File: src/hw/rtl/i2cte_pkg.sv
package i2cte_pkg;

  // flags raised by the start and stop watchers
  typedef struct packed {
    logic start;
    logic stop;
  } flags_t;

  // one result item
  typedef struct packed {
    logic       sda_drive_enable;
    logic       sda_drive_value;
    logic       start_seen;
    logic [7:0] received_byte;
    logic       received_valid;
  } result_t;

endpackage

File: src/hw/rtl/i2cte_in_if.sv
interface i2cte_in_if;
  logic       valid;
  logic       ready;
  logic       restart;
  logic       scl_level;
  logic       sda_level;
  logic [7:0] reply_byte;

  modport source (
    output valid, restart, scl_level, sda_level, reply_byte,
    input  ready
  );
  modport sink (
    input  valid, restart, scl_level, sda_level, reply_byte,
    output ready
  );
endinterface

File: src/hw/rtl/i2cte_out_if.sv
interface i2cte_out_if;
  logic       valid;
  logic       ready;
  logic       sda_drive_enable;
  logic       sda_drive_value;
  logic       start_seen;
  logic [7:0] received_byte;
  logic       received_valid;

  modport source (
    output valid, sda_drive_enable, sda_drive_value, start_seen, received_byte,
           received_valid,
    input  ready
  );
  modport sink (
    input  valid, sda_drive_enable, sda_drive_value, start_seen, received_byte,
           received_valid,
    output ready
  );
endinterface

File: src/hw/rtl/i2cte_cond_watch.sv
module i2cte_cond_watch (
  input  logic             clk_i,
  input  logic             rst_ni,
  input  logic             advance_i,
  input  logic             restart_i,
  input  logic             scl_i,
  input  logic             sda_i,
  output i2cte_pkg::flags_t flags_q_o,
  output i2cte_pkg::flags_t flags_d_o
);

  typedef enum logic [1:0] {
    SwWaitHigh = 2'd0,
    SwSawLow   = 2'd1,
    SwSawHigh  = 2'd2
  } sw_state_e;

  sw_state_e         start_watch_q, start_watch_d;
  logic              stop_watch_q, stop_watch_d;
  i2cte_pkg::flags_t flags_q, flags_d;

  always_comb begin
    start_watch_d = start_watch_q;
    stop_watch_d  = stop_watch_q;
    flags_d       = '0;
    if (restart_i) begin
      start_watch_d = SwWaitHigh;
      stop_watch_d  = 1'b0;
    end else begin
      unique case (start_watch_q)
        SwWaitHigh: begin
          if (scl_i) start_watch_d = sda_i ? SwSawHigh : SwSawLow;
        end
        SwSawLow: begin
          if (!scl_i) start_watch_d = SwWaitHigh;
          else if (sda_i) start_watch_d = SwSawHigh;
        end
        SwSawHigh: begin
          if (!scl_i) begin
            start_watch_d = SwWaitHigh;
          end else if (!sda_i) begin
            flags_d.start = 1'b1;
            start_watch_d = SwWaitHigh;
          end
        end
        default: start_watch_d = SwWaitHigh;
      endcase

      // stop: sda rises while scl stays high
      if (!stop_watch_q) begin
        if (scl_i && !sda_i) stop_watch_d = 1'b1;
      end else if (scl_i && sda_i) begin
        flags_d.stop = 1'b1;
        stop_watch_d = 1'b0;
      end else if (!scl_i) begin
        stop_watch_d = 1'b0;
      end
    end
  end

  always_ff @(posedge clk_i or negedge rst_ni) begin
    if (!rst_ni) begin
      start_watch_q <= SwWaitHigh;
      stop_watch_q  <= 1'b0;
      flags_q       <= '0;
    end else if (advance_i) begin
      start_watch_q <= start_watch_d;
      stop_watch_q  <= stop_watch_d;
      flags_q       <= flags_d;
    end
  end

  assign flags_q_o = flags_q;
  assign flags_d_o = flags_d;

endmodule

File: src/hw/rtl/i2cte_byte_engine.sv
module i2cte_byte_engine (
  input  logic               clk_i,
  input  logic               rst_ni,
  input  logic               advance_i,
  input  logic               restart_i,
  input  logic               scl_i,
  input  logic               sda_i,
  input  logic [7:0]         reply_byte_i,
  input  i2cte_pkg::flags_t  flags_q_i,
  input  i2cte_pkg::flags_t  flags_d_i,
  output i2cte_pkg::result_t result_o
);

  typedef enum logic [1:0] {
    PhIdle        = 2'd0,
    PhWaitLowInit = 2'd1,
    PhWaitHigh    = 2'd2,
    PhWaitLow     = 2'd3
  } phase_e;

  typedef enum logic [1:0] {
    KindAddress = 2'd0,
    KindWrite   = 2'd1,
    KindRead    = 2'd2
  } kind_e;

  localparam logic [3:0] AckSlot     = 4'd8;
  localparam logic [3:0] LastDataBit = 4'd7;

  phase_e     phase_q, phase_d;
  kind_e      kind_q, kind_d;
  logic [7:0] shift_q, shift_d;
  logic [3:0] bit_pos_q, bit_pos_d;
  logic       ctrl_ack_q, ctrl_ack_d;
  logic [7:0] reply_q, reply_d;
  logic       drive_q, drive_d;
  logic       released_q, released_d;
  logic [7:0] held_q, held_d;
  logic       rx_valid;
  logic [2:0] bit_idx;

  // msb first: bit 0 of the count selects bit 7 of the byte
  assign bit_idx = 3'd7 - bit_pos_q[2:0];

  always_comb begin
    phase_d    = phase_q;
    kind_d     = kind_q;
    shift_d    = shift_q;
    bit_pos_d  = bit_pos_q;
    ctrl_ack_d = ctrl_ack_q;
    reply_d    = reply_q;
    drive_d    = drive_q;
    released_d = released_q;
    held_d     = held_q;
    rx_valid   = 1'b0;
    if (restart_i) begin
      phase_d    = PhIdle;
      kind_d     = KindAddress;
      shift_d    = '0;
      bit_pos_d  = '0;
      ctrl_ack_d = 1'b1;
      reply_d    = '0;
      drive_d    = 1'b1;
      released_d = 1'b1;
      held_d     = '0;
    end else if (flags_q_i.stop) begin
      phase_d    = PhIdle;
      released_d = 1'b1;
    end else begin
      unique case (phase_q)
        PhIdle: begin
          released_d = 1'b1;
          if (flags_q_i.start) begin
            reply_d    = reply_byte_i;
            phase_d    = PhWaitLowInit;
            kind_d     = KindAddress;
            ctrl_ack_d = 1'b1;
          end
        end
        PhWaitLowInit: begin
          if (!scl_i) begin
            phase_d   = PhWaitHigh;
            bit_pos_d = '0;
            shift_d   = '0;
          end
        end
        PhWaitHigh: begin
          if (scl_i) begin
            phase_d = PhWaitLow;
            if (kind_q != KindRead && bit_pos_q < AckSlot) shift_d[bit_idx] = sda_i;
            if (kind_q == KindRead && bit_pos_q == AckSlot) ctrl_ack_d = sda_i;
            if (bit_pos_q == AckSlot) begin
              bit_pos_d = '0;
              held_d    = shift_q;
              rx_valid  = 1'b1;
            end else begin
              bit_pos_d = bit_pos_q + 4'd1;
            end
          end
        end
        PhWaitLow: begin
          if (flags_q_i.start) begin
            phase_d    = PhWaitLowInit;
            kind_d     = KindAddress;
            ctrl_ack_d = 1'b1;
          end else if (!scl_i) begin
            phase_d = PhWaitHigh;
            if (bit_pos_q == AckSlot) begin
              if (kind_q == KindRead) begin
                released_d = 1'b1;
              end else begin
                released_d = 1'b0;
                drive_d    = 1'b0;
              end
              // address lsb picks the direction
              if (kind_q == KindAddress) kind_d = shift_q[0] ? KindRead : KindWrite;
            end else if (kind_q == KindRead) begin
              released_d = ctrl_ack_q;
              if (bit_pos_q <= LastDataBit) drive_d = reply_q[bit_idx];
            end else begin
              released_d = 1'b1;
            end
          end
        end
        default: phase_d = PhIdle;
      endcase
    end
  end

  always_ff @(posedge clk_i or negedge rst_ni) begin
    if (!rst_ni) begin
      phase_q    <= PhIdle;
      kind_q     <= KindAddress;
      shift_q    <= '0;
      bit_pos_q  <= '0;
      ctrl_ack_q <= 1'b1;
      reply_q    <= '0;
      drive_q    <= 1'b1;
      released_q <= 1'b1;
      held_q     <= '0;
    end else if (advance_i) begin
      phase_q    <= phase_d;
      kind_q     <= kind_d;
      shift_q    <= shift_d;
      bit_pos_q  <= bit_pos_d;
      ctrl_ack_q <= ctrl_ack_d;
      reply_q    <= reply_d;
      drive_q    <= drive_d;
      released_q <= released_d;
      held_q     <= held_d;
    end
  end

  always_comb begin
    result_o.sda_drive_enable = !released_d;
    result_o.sda_drive_value  = !released_d && drive_d;
    result_o.start_seen       = flags_d_i.start;
    result_o.received_byte    = held_d;
    result_o.received_valid   = rx_valid;
  end

endmodule

File: src/hw/rtl/i2c_target_byte_engine_unit.sv
// I2C target byte engine, fed with one oversampled bus sample per transfer.
// in_i carries restart, the sampled scl/sda levels and the reply byte for reads;
// out_o returns one result per sample: sda drive enable and level, the start
// pulse, and the received byte with its valid flag at each acknowledge clock.
// Each accepted sample updates the start/stop watchers and the byte engine in
// the same cycle; the result lands in an output register and is offered in the
// cycle after acceptance. Throughput is one sample per cycle while the output
// register is empty or the receiver takes the held result.
// A stalled receiver holds the result register; a new sample is still taken
// in the cycle the held result is transferred, so no bubble appears.
// Watcher flags act on the engine one sample after they are raised.
// Reset (rst_ni low) puts all protocol state at idle with the line released
// and empties the output register. A sample with restart set does the same
// to the protocol state and returns a released, all-zero result.
module i2c_target_byte_engine_unit (
  input  logic  clk_i,
  input  logic  rst_ni,
  i2cte_in_if.sink    in_i,
  i2cte_out_if.source out_o
);

  logic               advance;
  logic               out_valid_q;
  i2cte_pkg::flags_t  flags_q, flags_d;
  i2cte_pkg::result_t result_d, result_q;

  assign in_i.ready = !out_valid_q || out_o.ready;
  assign advance    = in_i.valid && in_i.ready;

  i2cte_cond_watch u_watch (
    .clk_i     (clk_i),
    .rst_ni    (rst_ni),
    .advance_i (advance),
    .restart_i (in_i.restart),
    .scl_i     (in_i.scl_level),
    .sda_i     (in_i.sda_level),
    .flags_q_o (flags_q),
    .flags_d_o (flags_d)
  );

  i2cte_byte_engine u_engine (
    .clk_i        (clk_i),
    .rst_ni       (rst_ni),
    .advance_i    (advance),
    .restart_i    (in_i.restart),
    .scl_i        (in_i.scl_level),
    .sda_i        (in_i.sda_level),
    .reply_byte_i (in_i.reply_byte),
    .flags_q_i    (flags_q),
    .flags_d_i    (flags_d),
    .result_o     (result_d)
  );

  always_ff @(posedge clk_i or negedge rst_ni) begin
    if (!rst_ni) begin
      out_valid_q <= 1'b0;
    end else if (in_i.ready) begin
      out_valid_q <= in_i.valid;
    end
  end

  always_ff @(posedge clk_i) begin
    if (advance) result_q <= result_d;
  end

  assign out_o.valid            = out_valid_q;
  assign out_o.sda_drive_enable = result_q.sda_drive_enable;
  assign out_o.sda_drive_value  = result_q.sda_drive_value;
  assign out_o.start_seen       = result_q.start_seen;
  assign out_o.received_byte    = result_q.received_byte;
  assign out_o.received_valid   = result_q.received_valid;

endmodule

File: src/flat_wrapper.sv
// flat-port wrapper written by rule: the top's interface ports become plain ports
module i2c_target_byte_engine_unit_flat 
  (clk_i, rst_ni, in_i_valid, in_i_restart, in_i_scl_level, in_i_sda_level, in_i_reply_byte, in_i_ready, out_o_valid, out_o_sda_drive_enable, out_o_sda_drive_value, out_o_start_seen, out_o_received_byte, out_o_received_valid, out_o_ready);
  i2cte_in_if in_i_i ();
  i2cte_out_if out_o_i ();
  input  logic clk_i;
  input  logic rst_ni;
  input wire logic [$bits(in_i_i.valid)-1:0] in_i_valid;
  input wire logic [$bits(in_i_i.restart)-1:0] in_i_restart;
  input wire logic [$bits(in_i_i.scl_level)-1:0] in_i_scl_level;
  input wire logic [$bits(in_i_i.sda_level)-1:0] in_i_sda_level;
  input wire logic [$bits(in_i_i.reply_byte)-1:0] in_i_reply_byte;
  output wire logic [$bits(in_i_i.ready)-1:0] in_i_ready;
  output wire logic [$bits(out_o_i.valid)-1:0] out_o_valid;
  output wire logic [$bits(out_o_i.sda_drive_enable)-1:0] out_o_sda_drive_enable;
  output wire logic [$bits(out_o_i.sda_drive_value)-1:0] out_o_sda_drive_value;
  output wire logic [$bits(out_o_i.start_seen)-1:0] out_o_start_seen;
  output wire logic [$bits(out_o_i.received_byte)-1:0] out_o_received_byte;
  output wire logic [$bits(out_o_i.received_valid)-1:0] out_o_received_valid;
  input wire logic [$bits(out_o_i.ready)-1:0] out_o_ready;
  assign in_i_i.valid = in_i_valid;
  assign in_i_i.restart = in_i_restart;
  assign in_i_i.scl_level = in_i_scl_level;
  assign in_i_i.sda_level = in_i_sda_level;
  assign in_i_i.reply_byte = in_i_reply_byte;
  assign in_i_ready = in_i_i.ready;
  assign out_o_valid = out_o_i.valid;
  assign out_o_sda_drive_enable = out_o_i.sda_drive_enable;
  assign out_o_sda_drive_value = out_o_i.sda_drive_value;
  assign out_o_start_seen = out_o_i.start_seen;
  assign out_o_received_byte = out_o_i.received_byte;
  assign out_o_received_valid = out_o_i.received_valid;
  assign out_o_i.ready = out_o_ready;
  i2c_target_byte_engine_unit u_core (.clk_i(clk_i), .rst_ni(rst_ni), .in_i(in_i_i), .out_o(out_o_i));
endmodule
File: config.mk
export PLATFORM = sky130hd
export DESIGN_NAME = i2c_target_byte_engine_unit_flat
export DESIGN_NICKNAME = d
export VERILOG_FILES = /design/src/hw/rtl/i2cte_pkg.sv /design/src/hw/rtl/i2cte_in_if.sv /design/src/hw/rtl/i2cte_out_if.sv /design/src/hw/rtl/i2cte_cond_watch.sv /design/src/hw/rtl/i2cte_byte_engine.sv /design/src/hw/rtl/i2c_target_byte_engine_unit.sv /design/src/flat_wrapper.sv
export SDC_FILE = /design/constraint.sdc
export NUM_CORES = 1
export LEC_CHECK = 0
export ABC_AREA = 1
export BUFFER_PORTS_ARGS = -buffer_cell sky130_fd_sc_hd__clkbuf_2
export CAP_MARGIN = 10
export CORE_MARGIN = 2
export CORE_UTILIZATION = 40
export CTS_BUF_LIST = sky130_fd_sc_hd__clkbuf_4
export DETAILED_ROUTE_END_ITERATION = 8
export PLACE_DENSITY = 0.7
export RECOVER_POWER = 50
export SLEW_MARGIN = 5
export SYNTH_ARGS = -nofsm -noshare
export SYNTH_HDL_FRONTEND = slang
export SYNTH_SLANG_ARGS = --single-unit
File: constraint.sdc
create_clock -name clk_i -period 2 [get_ports clk_i]
set_input_delay 0.2 -clock clk_i [delete_from_list [all_inputs] [get_ports clk_i]]
set_output_delay 0.2 -clock clk_i [all_outputs]
set_load 0.005 [all_outputs]
==> reports/metrics.yaml <==
outcome: "complete, no violations"
worstReg2RegEnd: "u_core.u_engine.shift_q[1]"
antenna_cells: 0
cp-start-kind: "flop"
portBuffers: 28
grt_setup_unrepaired: "no"
grt_max_degree: 23
critPathBufInv: 3
crit_path_end_kind: "flop"
reg2reg_slack_ns: 0.21
syn_area_mm2: 0.002900
critPathKind: "reg -> reg"
grt_pass1_vias: 2236
avgViaCountPerCell: 4.701
p_per_area_mw_per_mm2: 789.2
post-route-cell-area_mm2: 0.003211
min_from: "in_i_reply_byte[6]"
vias: 2313
finalSetupTns_ns: 0
cts_root_buffer: "clkbuf_4"
yosysUniqueCellTypes: 34
pre_cts_ws_ns: 0.1766
antenna_found_initial: 0
finalSetupViolCount: 0
grt_pass1_wl_um: 10120
cts_tree: "done"
synth_warnings: 0
worst_pin_slew_ns: 0.7789
hold_end: "u_core.u_engine.reply_q[6]"
setup_slack_ns: 0.2071
drc: 0
start_util: 0.4064
die_w_um: 89.15
max-cap-violations: 0
synthCells: 359
h-tree-depth: 2
clk_pin_slew_ns: 0.16
fmaxAchievable_ghz: 0.5578
fin_nets: 412
first_iter_violations: 203
leakage_nw: 1.558
yosysTopAreaCell: "dfrtp_1"
placed_area_mm2: 0.003134
r2r_cells: 12
yosysMostFrequentCell: "nand2_1"
synth_commonest_cells: "nand2_1, inv_1, dfrtp_1, nor2_1, o21ai_0"
worstPathCellList: "inv_1 -> ha_1 -> inv_2 -> nor2_2 -> nand2_2 -> nand3_2 -> inv_2 -> nand2_2 -> nor2_4 -> o21ai_0 -> nand2_1 -> nand2_1"
fin_crit_ns: 1.793
top_level_ports: 29
hold_violations: 0
cts_buffers: 5
dp_hpwl_um: 4232
fin_skew_ns: 0.01154
overflow: 0
gp_congestion: 0.9375
synth-seq-cells: 53
cts_max_path_buffers: 2
critical_path.slowest_cell: "dfrtp_1"
ant_nets: 0
wirelength_um: 5705
vdd_drop_max_v: 0.0002918
min_path_cells: 3
period_share: 0.8964
fin_hold_ws_ns: 0.03073
cts_setup_buffers: 0
dieArea_mm2: 0.007948
grt.total_usage: 0.1622
slowest_delay_ns: 0.42
synth-edff-count: 12
die_y_um: 89.15
numClockSinks: 53
netlist.area_leader.share: 0.3279
clk_latency_ns: 0.38
drive_gt1_frac: 0.1603
required_ns: 2.29
rows: 31
dr.pass1.iters: 4
yosys_most_used_dff: "dfrtp_1"
wl_per_cell_um: 11.60
worstHoldPathType: "in -> reg"
seq_area_frac_synth: 0.4793
crit_family: "simple AND/OR/NAND/NOR gates"
relSlewSlack: 0.4807
fp.coreArea_mm2: 0.007137
worst-path-max-fanout: 8
area_growth_pct: 10.70
async_reset_ff_frac: 0.7736
drv_slew: 0
reg2reg_from: "u_core.u_engine.phase_q[0]"
arrival_ns: 2.08
syn_nets: 379
synth_area_leaders: "dfrtp_1, edfxtp_1, nand2_1"
syn_area_per_cell_um2: 8.079
-- worst max-delay path by stage --
stage,start,endpoint,slack (ns),cells after the start
2_1_floorplan,u_core.u_engine.phase_q[0],u_core.out_o.received_byte[1],0.40,8
3_3_place_gp,u_core.u_engine.phase_q[0],u_core.u_engine.shift_q[3],0.28,12
3_5_place_dp,u_core.u_engine.phase_q[0],u_core.u_engine.shift_q[5],0.18,12
4_1_cts,u_core.u_engine.phase_q[0],u_core.u_engine.shift_q[5],0.16,12
5_1_grt,u_core.u_engine.phase_q[0],u_core.u_engine.shift_q[5],0.02,12
6_report,u_core.u_engine.phase_q[0],u_core.u_engine.shift_q[1],0.21,12
-- metal layers --
| metal | routed length [um] | up-vias | global-route usage |
|---|---|---|---|
| li1 | - | 1219 | - |
| met1 | 2801 | 1036 | 0.2223 |
| met2 | 2593 | 51 | 0.2633 |
| met3 | 220 | 7 | 0.02678 |
| met4 | 89 | 0 | 0.05292 |
| met5 | 0 | - | 0 |
-- per-stage QoR --
step / power, mW / instances / utilization
finish: 2.534 / 492 / 0.4499
CTS: 2.560 / 491 / 0.4520
floorplan: 1.769 / 359 / -
global placement: 1.926 / 482 / 0.4392
detailed placement: 1.940 / 482 / 0.4392
global route: 2.706 / 492 / 0.4499
-- cell families (layout without fill, tap and decap cells) --
group           Yosys count  count (layout)  share of synthesized area
fa+ha+maj                 5               5                    0.02157
flops                    53              53                     0.4793
compound gates           62              62                     0.1286
simple gates            163             164                     0.2563
buf+inv                  76             109                     0.1143
-- worst min-delay path: cells and delay by family --
family | cells | cell delay, ns
simple gates | 1 | 0.06
compound gates | 1 | 0.04
buf+inv | 1 | 0.09
-- final cells by class --
class	count	area [um^2]
fillers	752	3926
flip-flops and latches	53	1390
multi-input cells	231	1187
inverters	65	245.2
repair buffers	36	182.7
well taps	99	123.9
clock inverters	3	43.79
clock buffers	5	37.54
-- state kept, by name (all words and copies together), names as in the netlist, 4 cells and up --
register and flops:
u_core.u_engine.bit_pos_q 4, u_core.u_engine.shift_q 8, u_core.u_engine.held_q 8, u_core.out_o.received_byte 8, u_core.u_engine.reply_q 8
-- where the power goes --
group | switching (mW) | internal, mW | total, mW
Sequential | 0.0658 | 1.24 | 1.31
Clock | 0.351 | 0.266 | 0.617
Combinational | 0.402 | 0.207 | 0.609
-- placed cells by master, fill, tap and decap left out, types with 4 or more instances in the layout --
cell type / count
o21ai_2: 4
nand2_1: 83
inv_1: 58
dfrtp_1: 38
nor2_1: 32
nor3_1: 5
o21ai_0: 26
a21oi_1: 6
clkbuf_2: 18
ha_1: 5
buf_4: 5
edfxtp_1: 12
clkbuf_1: 11
clkbuf_4: 5
nand2_2: 4
o211ai_1: 11
inv_2: 6
nand3_1: 23
o21ai_1: 10
-- repair_timing --
| action | in CTS | in global routing |
|---|---|---|
| hold buffers | 1 | 0 |
| endpoints found under the hold margin | 11 | 0 |
| endpoints found under the setup margin | 0 | 7 |
| resized for setup | 0 | 1 |
(Power assumes the default switching activity.)
